==> config.mk <==
export PLATFORM = sky130hd
export DESIGN_NAME = dual_range_oxygen_sensor_selector_core
export DESIGN_NICKNAME = d
export VERILOG_FILES = /design/src/sv/drs_pkg.sv /design/src/sv/drs_sensor.sv /design/src/sv/drs_select.sv /design/src/sv/dual_range_oxygen_sensor_selector_core.sv
export SDC_FILE = /design/constraint.sdc
export NUM_CORES = 1
export LEC_CHECK = 0
export ABC_AREA = 1
export BUFFER_PORTS_ARGS = -buffer_cell sky130_fd_sc_hd__buf_2
export CAP_MARGIN = 10
export CORE_MARGIN = 3
export CORE_UTILIZATION = 61
export CTS_BUF_LIST = sky130_fd_sc_hd__clkbuf_4 sky130_fd_sc_hd__clkbuf_8 sky130_fd_sc_hd__clkbuf_16
export DETAILED_ROUTE_END_ITERATION = 10
export GPL_TIMING_DRIVEN = 0
export PLACE_DENSITY = 0.81
export SLEW_MARGIN = 20
export SYNTH_ARGS = -nofsm -noshare
export SYNTH_HDL_FRONTEND = slang
export SYNTH_SLANG_ARGS = --single-unit
==> constraint.sdc <==
create_clock -name clock -period 5.4 [get_ports clock]
set_input_delay 0.27 -clock clock [delete_from_list [all_inputs] [get_ports clock]]
set_output_delay 0.27 -clock clock [all_outputs]
set_load 0.02 [all_outputs]
==> src/sv/drs_pkg.sv <==
// shared types and codes for the dual range oxygen sensor selector
// no dependencies; used by drs_sensor and the core by scoped name
package drs_pkg;

   typedef enum logic [1:0] {
      MODE_SAMPLE = 2'd0,
      MODE_ON     = 2'd1,
      MODE_OFF    = 2'd2
   } mode_type;

   typedef enum logic [1:0] {
      RS_WITHIN = 2'd0,
      RS_ABOVE  = 2'd1,
      RS_BELOW  = 2'd2
   } range_type;

   typedef enum logic [2:0] {
      REG_LOW_MIN   = 3'd0,
      REG_LOW_MAX   = 3'd1,
      REG_LOW_TRANS = 3'd2,
      REG_HIGH_MIN  = 3'd3,
      REG_HIGH_MAX  = 3'd4,
      REG_HIGH_TRAN = 3'd5,
      REG_STAB_MS   = 3'd6,
      REG_ADC_OFF   = 3'd7
   } reg_index_type;

   typedef struct packed {
      range_type rs;
      logic      stab;
      logic      trans;
   } sensor_state_type;

   localparam int CSR_BITS = 32;
   localparam int ADC_BITS = 16;
   localparam int STAB_BITS = 32;

endpackage

==> src/sv/drs_sensor.sv <==
// next state of one sensor for a turn-on, turn-off or sample word
// depends on drs_pkg
module drs_sensor #(
   parameter int LEVEL_BITS = 20,
   parameter int TICK_BITS  = 32
) (
   input  logic                           low_side,
   input  logic [1:0]                     mode,
   input  logic                           selected,
   input  logic                           present,
   input  drs_pkg::sensor_state_type      cur,
   input  logic [TICK_BITS-1:0]           since_on,
   input  logic [LEVEL_BITS-1:0]          lvl,
   input  logic [drs_pkg::ADC_BITS-1:0]   adc,
   input  logic [LEVEL_BITS-1:0]          min_level,
   input  logic [LEVEL_BITS-1:0]          max_level,
   input  logic [LEVEL_BITS-1:0]          trans_level,
   input  logic [drs_pkg::STAB_BITS-1:0]  stabilize_ms,
   input  logic [drs_pkg::ADC_BITS-1:0]   adc_off_level,
   output drs_pkg::sensor_state_type      nxt
);

   logic near_edge;

   assign near_edge = low_side ? (lvl > trans_level) : (lvl < trans_level);

   always_comb begin
      nxt = cur;
      case (mode)
         drs_pkg::MODE_ON: begin
            if (selected) begin
               nxt.rs   = drs_pkg::RS_WITHIN;
               nxt.stab = 1'b0;
            end
         end
         drs_pkg::MODE_OFF: begin
            if (selected) begin
               nxt.stab  = 1'b0;
               nxt.trans = 1'b0;
            end
         end
         drs_pkg::MODE_SAMPLE: begin
            if (present) begin
               if (!cur.stab) begin
                  if (drs_pkg::STAB_BITS'(since_on) > stabilize_ms) begin
                     nxt.stab = 1'b1;
                  end
               end else if (lvl > max_level || adc >= adc_off_level) begin
                  nxt.rs    = drs_pkg::RS_ABOVE;
                  nxt.trans = low_side;
               end else if (lvl < min_level) begin
                  nxt.rs    = drs_pkg::RS_BELOW;
                  nxt.trans = !low_side;
               end else if (near_edge) begin
                  nxt.trans = 1'b1;
               end else if (lvl > min_level && lvl < max_level) begin
                  nxt.rs    = drs_pkg::RS_WITHIN;
                  nxt.trans = 1'b0;
               end
            end
         end
         default: begin
            nxt = cur;
         end
      endcase
   end

endmodule

==> src/sv/drs_select.sv <==
// picks the combined reading from the two sensors after their update
// no dependencies
module drs_select #(
   parameter int LEVEL_BITS = 20,
   parameter int TICK_BITS  = 32
) (
   input  logic                  sample,
   input  logic                  high_present,
   input  logic                  low_present,
   input  logic                  high_stab,
   input  logic                  low_stab,
   input  logic [LEVEL_BITS-1:0] oxygen_high,
   input  logic [LEVEL_BITS-1:0] oxygen_low,
   input  logic [LEVEL_BITS-1:0] high_min_level,
   input  logic [LEVEL_BITS-1:0] high_max_level,
   input  logic [LEVEL_BITS-1:0] low_min_level,
   input  logic [LEVEL_BITS-1:0] low_trans_level,
   input  logic [TICK_BITS-1:0]  high_since_on,
   input  logic [TICK_BITS-1:0]  low_since_on,
   output logic [LEVEL_BITS-1:0] combined_oxygen,
   output logic                  combined_valid,
   output logic                  combined_source
);

   logic [LEVEL_BITS-1:0] oh;
   logic                  src;

   assign oh = (oxygen_high < high_min_level) ? high_min_level : oxygen_high;

   always_comb begin
      if (!high_present) begin
         src = 1'b1;
      end else if (!low_present) begin
         src = 1'b0;
      end else if (!high_stab) begin
         src = 1'b1;
      end else if (!low_stab) begin
         src = 1'b0;
      end else if (oxygen_low < low_trans_level && oxygen_low > low_min_level) begin
         src = 1'b1;
      end else if (oh < high_max_level && oh > high_min_level) begin
         src = 1'b0;
      end else begin
         src = low_since_on > high_since_on;
      end
   end

   always_comb begin
      combined_valid  = sample && (high_present || low_present);
      combined_source = combined_valid && src;
      if (!combined_valid) begin
         combined_oxygen = '0;
      end else if (src) begin
         combined_oxygen = oxygen_low;
      end else begin
         combined_oxygen = oh;
      end
   end

endmodule

==> src/sv/dual_range_oxygen_sensor_selector_core.sv <==
// top level of the dual range oxygen sensor selector: registers, state, handshake
// depends on drs_pkg, drs_sensor and drs_select
//
//   channel | direction | handshake           | contents
//   req_    | in        | req_valid/req_ready | mode, select, tick, readings, presence
//   rsp_    | out       | rsp_valid/rsp_ready | combined reading and sensor state
//   csr_    | in        | csr_we              | index and data, no read-back
//
// one word per cycle while rsp_ready holds; the rate is set by the sensor state loop
// an accepted word passes the input register, then the result register sets rsp_valid
// a stalled rsp_ holds the input register, which then stalls req_
// reset loads the register defaults and the sensor state and clears both valid flags
module dual_range_oxygen_sensor_selector_core #(
   parameter int LEVEL_BITS = 20,
   parameter int TICK_BITS  = 32
) (
   input  logic                          clock,
   input  logic                          reset,
   input  logic                          req_valid,
   output logic                          req_ready,
   input  logic [1:0]                    req_mode,
   input  logic                          req_sensor_select,
   input  logic [TICK_BITS-1:0]          req_now_ms,
   input  logic [LEVEL_BITS-1:0]         req_oxygen_high,
   input  logic [LEVEL_BITS-1:0]         req_oxygen_low,
   input  logic [drs_pkg::ADC_BITS-1:0]  req_adc_high,
   input  logic [drs_pkg::ADC_BITS-1:0]  req_adc_low,
   input  logic                          req_high_present,
   input  logic                          req_low_present,
   output logic                          rsp_valid,
   input  logic                          rsp_ready,
   output logic [LEVEL_BITS-1:0]         rsp_combined_oxygen,
   output logic                          rsp_combined_valid,
   output logic                          rsp_combined_source,
   output logic [1:0]                    rsp_high_range_state,
   output logic [1:0]                    rsp_low_range_state,
   output logic                          rsp_high_in_transition,
   output logic                          rsp_low_in_transition,
   output logic                          rsp_high_stabilised,
   output logic                          rsp_low_stabilised,
   input  logic                          csr_we,
   input  logic [2:0]                    csr_index,
   input  logic [drs_pkg::CSR_BITS-1:0]  csr_wdata
);

   // configuration
   logic [LEVEL_BITS-1:0]          low_min_ff, low_max_ff, low_trans_ff;
   logic [LEVEL_BITS-1:0]          high_min_ff, high_max_ff, high_trans_ff;
   logic [drs_pkg::STAB_BITS-1:0]  stab_ms_ff;
   logic [drs_pkg::ADC_BITS-1:0]   adc_off_ff;

   // input register
   logic                           in_valid_ff;
   logic [1:0]                     mode_ff;
   logic                           sel_ff;
   logic [TICK_BITS-1:0]           now_ff;
   logic [LEVEL_BITS-1:0]          oh_ff, ol_ff;
   logic [drs_pkg::ADC_BITS-1:0]   ah_ff, al_ff;
   logic                           hp_ff, lp_ff;

   // sensor state
   drs_pkg::sensor_state_type      high_st_ff, low_st_ff, high_st_in, low_st_in;
   logic [TICK_BITS-1:0]           high_on_ff, low_on_ff, high_on_in, low_on_in;
   logic [TICK_BITS-1:0]           high_since, low_since;

   // result register
   logic                           out_valid_ff;
   logic [LEVEL_BITS-1:0]          comb_ff, comb_in;
   logic                           cvalid_ff, cvalid_in, csrc_ff, csrc_in;
   drs_pkg::sensor_state_type      high_out_ff, low_out_ff;

   logic                           advance;
   logic                           is_on;

   assign advance   = in_valid_ff && (!out_valid_ff || rsp_ready);
   assign req_ready = !in_valid_ff || advance;
   assign is_on     = (mode_ff == drs_pkg::MODE_ON);

   assign high_since = now_ff - high_on_ff;
   assign low_since  = now_ff - low_on_ff;
   assign high_on_in = (is_on && !sel_ff) ? now_ff : high_on_ff;
   assign low_on_in  = (is_on && sel_ff) ? now_ff : low_on_ff;

   always_ff @(posedge clock) begin
      if (reset) begin
         low_min_ff    <= '0;
         low_max_ff    <= LEVEL_BITS'(20000);
         low_trans_ff  <= LEVEL_BITS'(10000);
         high_min_ff   <= LEVEL_BITS'(10000);
         high_max_ff   <= LEVEL_BITS'(1000000);
         high_trans_ff <= LEVEL_BITS'(20000);
         stab_ms_ff    <= drs_pkg::STAB_BITS'(60000);
         adc_off_ff    <= '1;
      end else if (csr_we) begin
         case (drs_pkg::reg_index_type'(csr_index))
            drs_pkg::REG_LOW_MIN:   low_min_ff    <= csr_wdata[LEVEL_BITS-1:0];
            drs_pkg::REG_LOW_MAX:   low_max_ff    <= csr_wdata[LEVEL_BITS-1:0];
            drs_pkg::REG_LOW_TRANS: low_trans_ff  <= csr_wdata[LEVEL_BITS-1:0];
            drs_pkg::REG_HIGH_MIN:  high_min_ff   <= csr_wdata[LEVEL_BITS-1:0];
            drs_pkg::REG_HIGH_MAX:  high_max_ff   <= csr_wdata[LEVEL_BITS-1:0];
            drs_pkg::REG_HIGH_TRAN: high_trans_ff <= csr_wdata[LEVEL_BITS-1:0];
            drs_pkg::REG_STAB_MS:   stab_ms_ff    <= csr_wdata[drs_pkg::STAB_BITS-1:0];
            drs_pkg::REG_ADC_OFF:   adc_off_ff    <= csr_wdata[drs_pkg::ADC_BITS-1:0];
            default: begin
            end
         endcase
      end
   end

   always_ff @(posedge clock) begin
      if (reset) begin
         in_valid_ff <= 1'b0;
      end else if (req_ready) begin
         in_valid_ff <= req_valid;
      end
   end

   always_ff @(posedge clock) begin
      if (req_valid && req_ready) begin
         mode_ff <= req_mode;
         sel_ff  <= req_sensor_select;
         now_ff  <= req_now_ms;
         oh_ff   <= req_oxygen_high;
         ol_ff   <= req_oxygen_low;
         ah_ff   <= req_adc_high;
         al_ff   <= req_adc_low;
         hp_ff   <= req_high_present;
         lp_ff   <= req_low_present;
      end
   end

   drs_sensor #(.LEVEL_BITS(LEVEL_BITS), .TICK_BITS(TICK_BITS)) u_high (
      .low_side      (1'b0),
      .mode          (mode_ff),
      .selected      (!sel_ff),
      .present       (hp_ff),
      .cur           (high_st_ff),
      .since_on      (high_since),
      .lvl           (oh_ff),
      .adc           (ah_ff),
      .min_level     (high_min_ff),
      .max_level     (high_max_ff),
      .trans_level   (high_trans_ff),
      .stabilize_ms  (stab_ms_ff),
      .adc_off_level (adc_off_ff),
      .nxt           (high_st_in)
   );

   drs_sensor #(.LEVEL_BITS(LEVEL_BITS), .TICK_BITS(TICK_BITS)) u_low (
      .low_side      (1'b1),
      .mode          (mode_ff),
      .selected      (sel_ff),
      .present       (lp_ff),
      .cur           (low_st_ff),
      .since_on      (low_since),
      .lvl           (ol_ff),
      .adc           (al_ff),
      .min_level     (low_min_ff),
      .max_level     (low_max_ff),
      .trans_level   (low_trans_ff),
      .stabilize_ms  (stab_ms_ff),
      .adc_off_level (adc_off_ff),
      .nxt           (low_st_in)
   );

   drs_select #(.LEVEL_BITS(LEVEL_BITS), .TICK_BITS(TICK_BITS)) u_select (
      .sample               (mode_ff == drs_pkg::MODE_SAMPLE),
      .high_present         (hp_ff),
      .low_present          (lp_ff),
      .high_stab            (high_st_in.stab),
      .low_stab             (low_st_in.stab),
      .oxygen_high          (oh_ff),
      .oxygen_low           (ol_ff),
      .high_min_level       (high_min_ff),
      .high_max_level       (high_max_ff),
      .low_min_level        (low_min_ff),
      .low_trans_level      (low_trans_ff),
      .high_since_on        (high_since),
      .low_since_on         (low_since),
      .combined_oxygen      (comb_in),
      .combined_valid       (cvalid_in),
      .combined_source      (csrc_in)
   );

   always_ff @(posedge clock) begin
      if (reset) begin
         high_st_ff <= '{rs: drs_pkg::RS_WITHIN, stab: 1'b0, trans: 1'b0};
         low_st_ff  <= '{rs: drs_pkg::RS_ABOVE, stab: 1'b0, trans: 1'b0};
         high_on_ff <= '0;
         low_on_ff  <= '0;
      end else if (advance) begin
         high_st_ff <= high_st_in;
         low_st_ff  <= low_st_in;
         high_on_ff <= high_on_in;
         low_on_ff  <= low_on_in;
      end
   end

   always_ff @(posedge clock) begin
      if (reset) begin
         out_valid_ff <= 1'b0;
      end else if (advance) begin
         out_valid_ff <= 1'b1;
      end else if (rsp_ready) begin
         out_valid_ff <= 1'b0;
      end
   end

   always_ff @(posedge clock) begin
      if (advance) begin
         comb_ff     <= comb_in;
         cvalid_ff   <= cvalid_in;
         csrc_ff     <= csrc_in;
         high_out_ff <= high_st_in;
         low_out_ff  <= low_st_in;
      end
   end

   assign rsp_valid              = out_valid_ff;
   assign rsp_combined_oxygen    = comb_ff;
   assign rsp_combined_valid     = cvalid_ff;
   assign rsp_combined_source    = csrc_ff;
   assign rsp_high_range_state   = high_out_ff.rs;
   assign rsp_low_range_state    = low_out_ff.rs;
   assign rsp_high_in_transition = high_out_ff.trans;
   assign rsp_low_in_transition  = low_out_ff.trans;
   assign rsp_high_stabilised    = high_out_ff.stab;
   assign rsp_low_stabilised     = low_out_ff.stab;

   // no selection without a reading
   a_empty_word: assert property (@(posedge clock) disable iff (reset)
      (rsp_valid && !rsp_combined_valid) |->
         (rsp_combined_oxygen == '0 && !rsp_combined_source))
      else $error("combined fields set without a valid reading");

   // sensor state moves only when a word goes through
   a_state_hold: assert property (@(posedge clock) disable iff (reset)
      !advance |=> ($stable(high_st_ff) && $stable(low_st_ff) &&
                    $stable(high_on_ff) && $stable(low_on_ff)))
      else $error("sensor state changed without a word");

   // a held input word keeps its contents
   a_input_hold: assert property (@(posedge clock) disable iff (reset)
      (in_valid_ff && !advance) |=> (in_valid_ff && $stable(mode_ff) &&
                                     $stable(now_ff) && $stable(sel_ff)))
      else $error("input register lost a stalled word");

endmodule

## Word-level counts from Yosys, hierarchy flattened

Index checks and enable logic that the tools add are counted.

| cells by class | value |
|---|---|
| $add $sub $neg | 2 |
| order comparisons | 18 |
| equality and inequality tests | 9 |
| multiplexer cells | 46 |
| reduce and logical (&&, ||, !) cells | 31 |

Operators by type and width:

| kind | count |
|---|---|
| $lt A20 B20 Y1 | 7 |
| $gt A20 B20 Y1 | 6 |
| $gt A32 B32 Y1 | 3 |
| $sub A32 B32 Y32 | 2 |
| $mux W20 | 2 |
| $ge A16 B16 Y1 | 2 |
| $mux W2 | 12 |
| $mux W1 | 22 |
| $reduce_and A2 Y1 | 10 |
| $eq A3 B3 Y1 const B | 4 |
| $logic_and A1 B1 Y1 | 10 |
| $mux W4 | 2 |
| $pmux W2 S2 | 2 |
| $eq A3 B2 Y1 const B | 2 |
| $mux W3 | 2 |
| $pmux W1 S3 | 2 |
| $logic_or A1 B1 Y1 | 5 |
| $pmux W1 S2 | 2 |
| $eq A3 B1 Y1 const B | 1 |
| $logic_not A1 Y1 | 3 |
| $logic_not A3 Y1 | 1 |
| $eq A2 B1 Y1 const B | 1 |
| $eq A2 B2 Y1 const B | 1 |
| $logic_not A2 Y1 | 1 |
| $reduce_bool A2 Y1 | 1 |

| word-level totals | value |
|---|---|
| bits in registers | 381 |
| input port bits | 149 |
| output and inout bits | 32 |
| word-level logic and storage cells | 142 |

## Logic depth before layout (Yosys ltp)

Gate-level depths: netlist (run 1).

| logic depth | value |
|---|---|
| depth in word-level cells | 14 |
| gate-level depth with buffers | 35 |
| depth with buffers taken out | 34 |

## Modules after synthesis

A second synthesis (run 1) with hierarchy kept.

| unflattened totals | value |
|---|---|
| cell total of the unflattened synthesis | 3940 |
| area total of the unflattened synthesis | 27508.9 µm² |

Modules (own cells, without submodules):

| module | times used | cells an instance | area an instance (µm²) | seq. area each (µm²) |
|---|---|---|---|---|
| dual_range_oxygen_sensor_selector_core | 1 | 2240 | 17387.9 | 9018.6 |
| drs_sensor | 2 | 520 | 3090.5 | 0.0 |
| drs_select | 1 | 660 | 3940.0 | 0.0 |

## Worst setup path after synthesis (run 1)

OpenSTA, ideal clock, no wires.

| timing | value |
|---|---|
| path type | register -> register |
| from | register now_ff[0] |
| to | register comb_ff[10] (netlist: rsp_combined_oxygen[10]) (data pin) |
| library setup time | 0.255 ns |
| arrival time | 4.003 ns |
| data required time | 5.145 ns |
| setup slack | 1.142 ns |
| stages on the path, launching flop included | 33 |
| path buffers | 1 |
| period minus slack after synthesis | 4.258 ns |
| cell sequence | edfxtp_1 -> inv_1 -> ha_1 -> inv_1 -> fa_1 -> nand3_1 -> nand2_1 -> nand2_1 -> o211ai_1 -> nand3_1 -> nand2_1 -> a31oi_1 -> o21ai_1 -> a21oi_1 -> o21bai_1 -> a21oi_1 -> xnor2_1 -> ha_1 -> nand2_1 -> o21ai_0 -> a21o_1 -> a21oi_1 -> o211a_1 -> nand2_1 -> nand2_1 -> nand2_1 -> nand2_1 -> nand2_2 -> nand2_4 -> buf_2 -> nand3_1 -> nand2_1 -> nor2_1 |

RTL lines:

| element | line | text |
|---|---|---|
| start: declaration | dual_range_oxygen_sensor_selector_core.sv:56 | `logic [TICK_BITS-1:0] now_ff;` |
| start signal: assignment | dual_range_oxygen_sensor_selector_core.sv:122 | `now_ff <= req_now_ms;` |
| end signal: assignment | dual_range_oxygen_sensor_selector_core.sv:211 | `comb_ff <= comb_in;` |
| end: declaration | dual_range_oxygen_sensor_selector_core.sv:68 | `logic [LEVEL_BITS-1:0] comb_ff, comb_in;` |

## Worst setup path in the final report (run 1)

| timing | value |
|---|---|
| from | register oh_ff[11] |
| to | register comb_ff[14] (netlist: rsp_combined_oxygen[14]) (data pin) |

| between the ends | value |
|---|---|
| longest elaborated chain between the ends | 11 |
| elaborated cells on any way between the ends | 12 |
| classes of those cells | order compare (3); mux (8); reduce/logical (1) |

RTL lines:

| element | line | text |
|---|---|---|
| start: declaration | dual_range_oxygen_sensor_selector_core.sv:57 | `logic [LEVEL_BITS-1:0] oh_ff, ol_ff;` |
| start signal: assignment | dual_range_oxygen_sensor_selector_core.sv:123 | `oh_ff <= req_oxygen_high;` |
| $lt A20 B20 Y1 | drs_select.sv:28 | `assign oh = (oxygen_high < high_min_level) ? high_min_level : oxygen_high;` |
| $mux W20 * | drs_select.sv:28 |  |
| $lt A20 B20 Y1 / $gt A20 B20 Y1 (equally long branches) | drs_select.sv:41 | `end else if (oh < high_max_level && oh > high_min_level) begin` |
| $logic_and A1 B1 Y1 | drs_select.sv:41 |  |
| $mux W1 | drs_select.sv:41 |  |
| $mux W1 | drs_select.sv:39 | `end else if (oxygen_low < low_trans_level && oxygen_low > low_min_level) begin` |
| $mux W1 | drs_select.sv:37 | `end else if (!low_stab) begin` |
| $mux W1 | drs_select.sv:35 | `end else if (!high_stab) begin` |
| $mux W1 | drs_select.sv:33 | `end else if (!low_present) begin` |
| $mux W1 | drs_select.sv:31 | `if (!high_present) begin` |
| $mux W20 * | drs_select.sv:53 | `end else if (src) begin` |

Mark *: on every way between the ends. The rest lies on a longest branch, timed or not.
A chain may end at the register's enable or synchronous reset.

==> results.yml, run 1 <==
final_layout:
  design.final.nets: 3663
  fillCellCount: 2789
  layout_commonest_cell: "sky130_fd_sc_hd__inv_1"
  mostFrequentLayoutCells: "sky130_fd_sc_hd__inv_1, sky130_fd_sc_hd__a21oi_1, sky130_fd_sc_hd__nand2_1"
  drive_gt1_share_pct: 9.63
  filler_free_cell_count_of_the_finished_design: 3703
  synthToLayoutAreaGrowth_pct: 18.4
  postLayoutCoreUtil_pct: 74.2
timing:
  fin_crit_ns: 5.29
  tightestPinTransition_ns: 1.13
  timing.fmax_ghz: 0.189
  setup_viol: 0
  post-route-period-util_pct: 97.9
  max_slew_margin_pct: 24.8
  hold-worst-slack_ns: -0.00551
  finalClockSkew_ns: 0.0412
  finalMaxSlewViolations: 0
  final-hold-violation-count: 1
routing:
  drt_pre_antenna_iters: 6
  wl_mm: 72.6
  routed_antenna_nets: 0
  drc_errors: 0
  detailroute.via_count: 21500
  vias_per_cell: 5.81
  routedWlPerCell_um: 19.6
  initialDrtViolationCount: 1885
power_and_ir_drop:
  static_power_due_to_leakage_nw: 12.4
  power_density_nw_per_um2: 287
  ir_drop_mv: 0.246
run_status:
  status: "finished, violations left"
  failed_checks: "hold timing"
synthesis:
  synthFlopType: "sky130_fd_sc_hd__dfxtp_1"
  synthesis.area_per_instance_um2: 8.25
  seq_area_frac_synth_pct: 38.8
  postSynthRegisterBits: 381
  synth_area_um2: 23300
  synth_edf_count: 139
  yosys.area.top_type: "sky130_fd_sc_hd__dfxtp_1"
  yosys_warnings: 0
  synth_cell_type_count: 53
  ys_top_cells_by_area: "sky130_fd_sc_hd__dfxtp_1, sky130_fd_sc_hd__ha_1, sky130_fd_sc_hd__edfxtp_1, sky130_fd_sc_hd__a21oi_1, sky130_fd_sc_hd__inv_1"
  post-synth-top-area-fraction_pct: 20.8
  syn-num-nets: 3321
  post_synth_inst_count: 2822
  ys_async_sr_fraction_pct: 0
cts:
  deepest_clock_path_buffer_count: 3
  cts_root_buffer: "sky130_fd_sc_hd__clkbuf_16"
  clock_tree_from_tritoncts: "done"
  tritoncts.num_buffers: 41
  ctsHtreeMaxLevel: 2
  worst_setup_hold_path_clk_slew_ns: 0.07
  clock_sink_count: 381
  clk-insertion-delay-late_ns: 0.60
critical_path:
  worst_ep_required_time_ns: 5.73
  timing.critical_path.from_type: "flop"
  cp_data_arrival_time_ns: 5.61
  worstPathMaxFanout: 10
  r2r_cells: 23
  critical_path.endpoint_type: "flop"
  setup.worst_path.class: "flop to flop"
floorplanning:
  row_count: 70
  chipWidth_um: 201
  die_h_um: 201
  design.core.area_um2: 37100
  die_area_um2: 40500
  initial_core_util_pct: 62.7
  num_io_pins: 181
place:
  place.gp.congestion: 0.951
  detailed_place_hpwl_mm: 52.3
  placedCellCount: 3504
  io_buffer_count: 177
min_path:
  worst_hold_path.num_cells: 4
  hp-class: "primary input to flop"
job:
  timing.max_cap.violations: 0
global_routing:
  globalRouteMet3Util_pct: 5.86
  initial_antenna_violation_count: 5
  first_global_vias: 21000
  track_usage_pct: 34.6
  use_met2_pct: 55.2
  met1_usage_pct: 46.1
  top_usage_layer: "met2"
  global_route_wire_length_before_repair_mm: 112
  overflow: 0
  grt_max_degree: 62
[through the flow]
| step | cell area, µm² | TNS, ns | total power, mW | worst slack (ns) |
|---|---|---|---|---|
| 4_1_cts | 27400 | 0 | 7.83 | 0.0349 |
| 5_1_grt | 27600 | -0.615 | 8.24 | -0.0663 |
| 6_report | 27600 | 0 | 7.90 | 0.115 |
| 3_5_place_dp | 24800 | -0.964 | 4.79 | -0.103 |
| 2_1_floorplan | 23300 | 0 | 4.30 | 1.14 |
| 3_3_place_gp | 24800 | 0 | 4.71 | 0.0686 |
[area by class of cell]
cell class / instances / area [µm²] / share of cell area [%]
plain buffers: 89 / 355 / 1.29
well taps: 504 / 631 / 2.29
repair buffers: 299 / 2110 / 7.64
diodes: 2 / 5.00 / 0.0182
multi-input cells: 1909 / 12300 / 44.8
clock inverters: 23 / 241 / 0.876
clock buffers: 53 / 1190 / 4.31
inverters: 443 / 1670 / 6.05
flip-flops and latches: 381 / 9020 / 32.7
[final timing paths]
| check | start | end | slack (ns) |
|---|---|---|---|
| worst max-delay path | oh_ff[11] | rsp_combined_oxygen[14] | 0.11 |
| worst min register to register | high_on_ff[11] | high_on_ff[11] | 0.46 |
| worst max register to register | oh_ff[11] | rsp_combined_oxygen[14] | 0.11 |
| worst min-delay path | rsp_ready | rsp_valid | -0.006 |
[kinds of logic (layout without fill, tap and decap cells)]
family / after synthesis / in the layout / synth area share, %
adders and majority gates: 350 / 350 / 18.9
DFF: 381 / 381 / 38.8
buffers and inverters: 532 / 907 / 8.63
xor gates and xnor gates: 64 / 64 / 2.41
other: 0 / 2 / 0
and+or+nand+nor: 671 / 671 / 12.0
AOI/OAI and AO/OA: 824 / 824 / 19.3
[cell usage after synthesis (3+ instances only)]
cell type	instances
sky130_fd_sc_hd__a211oi_1	7
sky130_fd_sc_hd__a21boi_0	3
sky130_fd_sc_hd__a21boi_1	4
sky130_fd_sc_hd__a21o_1	10
sky130_fd_sc_hd__a21oi_1	401
sky130_fd_sc_hd__a21oi_2	3
sky130_fd_sc_hd__a31oi_1	12
sky130_fd_sc_hd__and2_1	3
sky130_fd_sc_hd__and3_1	3
sky130_fd_sc_hd__buf_1	3
sky130_fd_sc_hd__buf_2	3
sky130_fd_sc_hd__clkbuf_1	81
sky130_fd_sc_hd__dfxtp_1	242
sky130_fd_sc_hd__edfxtp_1	139
sky130_fd_sc_hd__ha_1	348
sky130_fd_sc_hd__inv_1	442
sky130_fd_sc_hd__nand2_1	383
sky130_fd_sc_hd__nand3_1	54
sky130_fd_sc_hd__nand4_1	34
sky130_fd_sc_hd__nor2_1	151
sky130_fd_sc_hd__nor3_1	22
sky130_fd_sc_hd__nor4_1	10
sky130_fd_sc_hd__o2111ai_1	4
sky130_fd_sc_hd__o211ai_1	44
sky130_fd_sc_hd__o21a_1	13
sky130_fd_sc_hd__o21ai_0	290
sky130_fd_sc_hd__o21ai_2	7
sky130_fd_sc_hd__o21bai_1	7
sky130_fd_sc_hd__o221ai_1	3
sky130_fd_sc_hd__o311ai_0	3
sky130_fd_sc_hd__xnor2_1	23
sky130_fd_sc_hd__xor2_1	41
[what timing repair did]
item,4_1_cts,5_1_grt
resized for setup,2,38
endpoints found under the setup margin,21,21
hold buffers,114,0
pin swaps,0,9
hold endpoints to repair,114,0
buffers inserted,0,7
[state kept, by name, summed over array words and instances (netlist names), 16 cells and up]
register,count
low_on_ff,32
high_min_ff,20
high_max_ff,20
low_trans_ff,20
high_trans_ff,20
adc_off_ff,16
high_on_ff,32
ah_ff,16
now_ff,32
stab_ms_ff,32
al_ff,16
low_min_ff,20
ol_ff,20
rsp_combined_oxygen,20
oh_ff,20
low_max_ff,20
[report_power, final]
group / leakage (nW) / internal, mW / switching [mW]
combinational: 8.38 / 0.647 / 1.05
clock: 0.710 / 1.75 / 1.25
sequential: 3.31 / 3.11 / 0.0917
[critical path, cell delays in order, from the launching register on]
cell and delay, ns:
sky130_fd_sc_hd__edfxtp_1 0.50, sky130_fd_sc_hd__ha_1 0.34, sky130_fd_sc_hd__a21o_1 0.19, sky130_fd_sc_hd__nor2_1 0.09, sky130_fd_sc_hd__nand2_1 0.11, sky130_fd_sc_hd__nand2_1 0.12
sky130_fd_sc_hd__nand3_2 0.19, sky130_fd_sc_hd__clkbuf_2 0.28, sky130_fd_sc_hd__o21ai_0 0.55, sky130_fd_sc_hd__inv_1 0.15, sky130_fd_sc_hd__ha_1 0.34, sky130_fd_sc_hd__nand2_1 0.11
sky130_fd_sc_hd__or4_1 0.58, sky130_fd_sc_hd__nor4_1 0.48, sky130_fd_sc_hd__nand2_1 0.11, sky130_fd_sc_hd__nand2_1 0.12, sky130_fd_sc_hd__nand2_1 0.06, sky130_fd_sc_hd__nand2_1 0.06
sky130_fd_sc_hd__nand2_1 0.06, sky130_fd_sc_hd__nand2_2 0.08, sky130_fd_sc_hd__nand2_4 0.09, sky130_fd_sc_hd__buf_4 0.20, sky130_fd_sc_hd__a21oi_1 0.17, sky130_fd_sc_hd__nor2_1 0.07
[routing by layer]
metal  part of all wire (%)  wire length [µm]
met1                     41             29800
met2                     45             32600
met3                    8.8              6400
met4                    5.2              3760
met5                  0.047                34
Note: power is estimated with default switching activity, not from simulation.
==> run 2: changes to the inputs <==
--- a/config.mk
+++ b/config.mk
@@ -5,7 +5,6 @@
 export SDC_FILE = /design/constraint.sdc
 export NUM_CORES = 1
 export LEC_CHECK = 0
-export ABC_AREA = 1
 export BUFFER_PORTS_ARGS = -buffer_cell sky130_fd_sc_hd__buf_2
 export CAP_MARGIN = 10
 export CORE_MARGIN = 3
==> run 2 against run 1 <==
The flow finishes with violations (setup timing); core utilization increased by 1.1 points; total power fell by 2.1%; final cell count down 2.5%; highest routed layer unchanged.
==> results.yml, run 2 <==
final_layout:
  n_antenna_cell: 0
  drive_gt1_share_pct: 13.1
  synthToLayoutAreaGrowth_pct: 20.8
  layout_commonest_cell: "sky130_fd_sc_hd__nand2_1"
  filler_free_cell_count_of_the_finished_design: 3612
  design.final.nets: 3568
  mostFrequentLayoutCells: "sky130_fd_sc_hd__nand2_1, sky130_fd_sc_hd__ha_1, sky130_fd_sc_hd__inv_1"
global_routing:
  first_global_vias: 21200
  overflow: 0
  track_usage_pct: 34.8
  initial_antenna_violation_count: 1
  grt_max_degree: 59
  global_route_wire_length_before_repair_mm: 114
cts:
  deepest_clock_path_buffer_count: 3
  clk-insertion-delay-late_ns: 0.58
  ctsHtreeMaxLevel: 2
  clock_tree_from_tritoncts: "done"
  tritoncts.num_buffers: 40
  worst_setup_hold_path_clk_slew_ns: 0.06
  clock_sink_count: 381
  cts_root_buffer: "sky130_fd_sc_hd__clkbuf_16"
timing:
  finalClockSkew_ns: 0.0241
  timing.fmax_ghz: 0.170
  setup_total_negative_slack_ns: -9.25
  post-route-period-util_pct: 109
  setup_viol: 21
  grt_setup_unrepaired: "yes"
  final-hold-violation-count: 0
  finalMaxSlewViolations: 0
  max_slew_margin_pct: 20.6
  tightestPinTransition_ns: 1.16
  fin_ws_ns: -0.484
  fin_crit_ns: 5.88
routing:
  routedWlPerCell_um: 20.3
  drt_pre_antenna_iters: 5
  routed_antenna_nets: 0
  initialDrtViolationCount: 1820
  wl_mm: 73.2
  vias_per_cell: 5.96
  detailroute.via_count: 21500
  drc_errors: 0
run_status:
  failed_checks: "setup timing"
  status: "finished, violations left"
critical_path:
  timing.critical_path.from_type: "flop"
  worstReg2RegEnd: "rsp_combined_oxygen[2]"
  r2r_cells: 25
  regToRegStartpoint: "now_ff[0]"
  setup.worst_path.class: "flop to flop"
  cp_data_arrival_time_ns: 6.27
  worstPathMaxFanout: 5
  worst_ep_required_time_ns: 5.79
  critical_path.endpoint_type: "flop"
  reg2reg_setup_slack_ns: -0.48
job:
  timing.max_cap.violations: 0
synthesis:
  post-synth-top-area-fraction_pct: 20.5
  ys_top_cells_by_area: "sky130_fd_sc_hd__dfxtp_1, sky130_fd_sc_hd__ha_1, sky130_fd_sc_hd__edfxtp_1, sky130_fd_sc_hd__nand2_1, sky130_fd_sc_hd__a21oi_1"
  synth_edf_count: 139
  synthFlopType: "sky130_fd_sc_hd__dfxtp_1"
  syn-num-nets: 3207
  yosys_warnings: 0
  synth_area_um2: 23700
  seq_area_frac_synth_pct: 38.1
  ys_async_sr_fraction_pct: 0
  post_synth_inst_count: 2708
  most_common_cell_in_the_netlist: "sky130_fd_sc_hd__nand2_1"
  synth.cells.most_frequent: "sky130_fd_sc_hd__nand2_1, sky130_fd_sc_hd__ha_1, sky130_fd_sc_hd__inv_1, sky130_fd_sc_hd__a21oi_1, sky130_fd_sc_hd__dfxtp_1"
  synth_cell_type_count: 72
  yosys.area.top_type: "sky130_fd_sc_hd__dfxtp_1"
  postSynthRegisterBits: 381
  synthesis.area_per_instance_um2: 8.74
place:
  place.gp.congestion: 0.963
  io_buffer_count: 161
  detailed_place_hpwl_mm: 52.9
  placedCellCount: 3382
floorplanning:
  die_area_um2: 41200
  die_h_um: 203
  chipWidth_um: 203
  row_count: 71
  design.core.area_um2: 37900
  initial_core_util_pct: 62.4
  num_io_pins: 181
min_path:
  min_from: "rsp_ready"
  hp-class: "primary input to flop"
  worst_hold_path.num_cells: 4
  whs_endpoint: "rsp_valid"
power_and_ir_drop:
  ir_drop_mv: 0.322
  static_power_due_to_leakage_nw: 11.9
  power_density_nw_per_um2: 270
## run 2: repair_timing
item	4_1_cts	5_1_grt
hold buffers	122	0
pin swaps	28	39
setup endpoints to repair	23	23
gates cloned	2	0
buffers inserted	16	17
gates resized for setup	74	22
endpoints found under the hold margin	122	0
## run 2: cells by family after synthesis
kind of cell    after synthesis  share of synthesized area [%]
fa+ha+maj                   350                           18.6
flops                       381                           38.1
buf+inv                     399                           6.51
compound gates              663                           17.7
xor+xnor                     65                           2.40
mux                          20                          0.951
simple gates                830                           15.8
## run 2: power breakdown
part           total, mW  leakage, nW  internal [mW]  switching [mW]
combinational       1.62         7.88          0.682           0.937
sequential          3.18         3.31           3.09          0.0885
clock               2.93        0.698           1.73            1.20
## run 2: layer usage
layer,wire [µm],track usage (%),vias to the layer above
li1,-,-,10200
met2,32900,55.7,967
met1,30400,45.9,10200
met5,13,0,-
met4,2820,12.7,2
met3,7050,8.59,190
## run 2: critical path, cell delays in order, from the launching register on
cell,delay [ns]
sky130_fd_sc_hd__edfxtp_1,0.44
sky130_fd_sc_hd__inv_2,0.13
sky130_fd_sc_hd__ha_4,0.14
sky130_fd_sc_hd__inv_2,0.04
sky130_fd_sc_hd__fa_2,0.35
sky130_fd_sc_hd__a211o_1,0.26
sky130_fd_sc_hd__o211ai_1,0.18
sky130_fd_sc_hd__a21oi_2,0.14
sky130_fd_sc_hd__a41o_1,0.25
sky130_fd_sc_hd__o2bb2ai_4,0.19
sky130_fd_sc_hd__o21ai_4,0.08
sky130_fd_sc_hd__a221o_1,0.42
sky130_fd_sc_hd__a311oi_2,0.33
sky130_fd_sc_hd__xnor2_2,0.16
sky130_fd_sc_hd__ha_1,0.32
sky130_fd_sc_hd__nand4_1,0.14
sky130_fd_sc_hd__or4_4,0.56
sky130_fd_sc_hd__nor2_2,0.09
sky130_fd_sc_hd__nor2_1,0.06
sky130_fd_sc_hd__a22o_4,0.29
sky130_fd_sc_hd__nand4_1,0.23
sky130_fd_sc_hd__a21boi_2,0.10
sky130_fd_sc_hd__buf_4,0.15
sky130_fd_sc_hd__or2_4,0.28
sky130_fd_sc_hd__buf_12,0.16
sky130_fd_sc_hd__a21oi_4,0.21
## run 2: area by class of cell
| class | instances | area [µm²] |
|---|---|---|
| inverters | 298 | 1120 |
| plain buffers | 100 | 449 |
| multi-input cells | 1928 | 13600 |
| flip-flops and latches | 381 | 9020 |
| fillers | 2702 | 9340 |
| well taps | 511 | 639 |
| clock inverters | 14 | 133 |
| clock buffers | 60 | 1270 |
| repair buffers | 320 | 2380 |
## run 2: worst max-delay path by stage
stage,from,to,slack [ns],cells after the start
after floorplan,now_ff[0],rsp_combined_oxygen[0],0.23,25
after global placement,now_ff[0],rsp_combined_oxygen[2],-1.14,25
after detailed placement,now_ff[0],rsp_combined_oxygen[2],-1.25,25
after CTS,now_ff[0],rsp_combined_oxygen[18],-0.44,26
after global routing,now_ff[0],rsp_combined_oxygen[2],-0.60,27
final,now_ff[0],rsp_combined_oxygen[2],-0.48,25
## run 2: through the flow
stage | instance area (µm²) | hold WS (ns) | power (mW) | util [%] | worst slack [ns]
after floorplan | 23700 | 0.369 | 4.16 | - | 0.230
after global placement | 25100 | 0.442 | 4.55 | 66.2 | -1.14
after detailed placement | 25200 | 0.446 | 4.61 | 66.4 | -1.25
after CTS | 28300 | 0.0142 | 7.64 | 74.7 | -0.444
after global routing | 28600 | 0.0545 | 8.04 | 75.4 | -0.605
final | 28600 | 0.0442 | 7.73 | 75.4 | -0.484
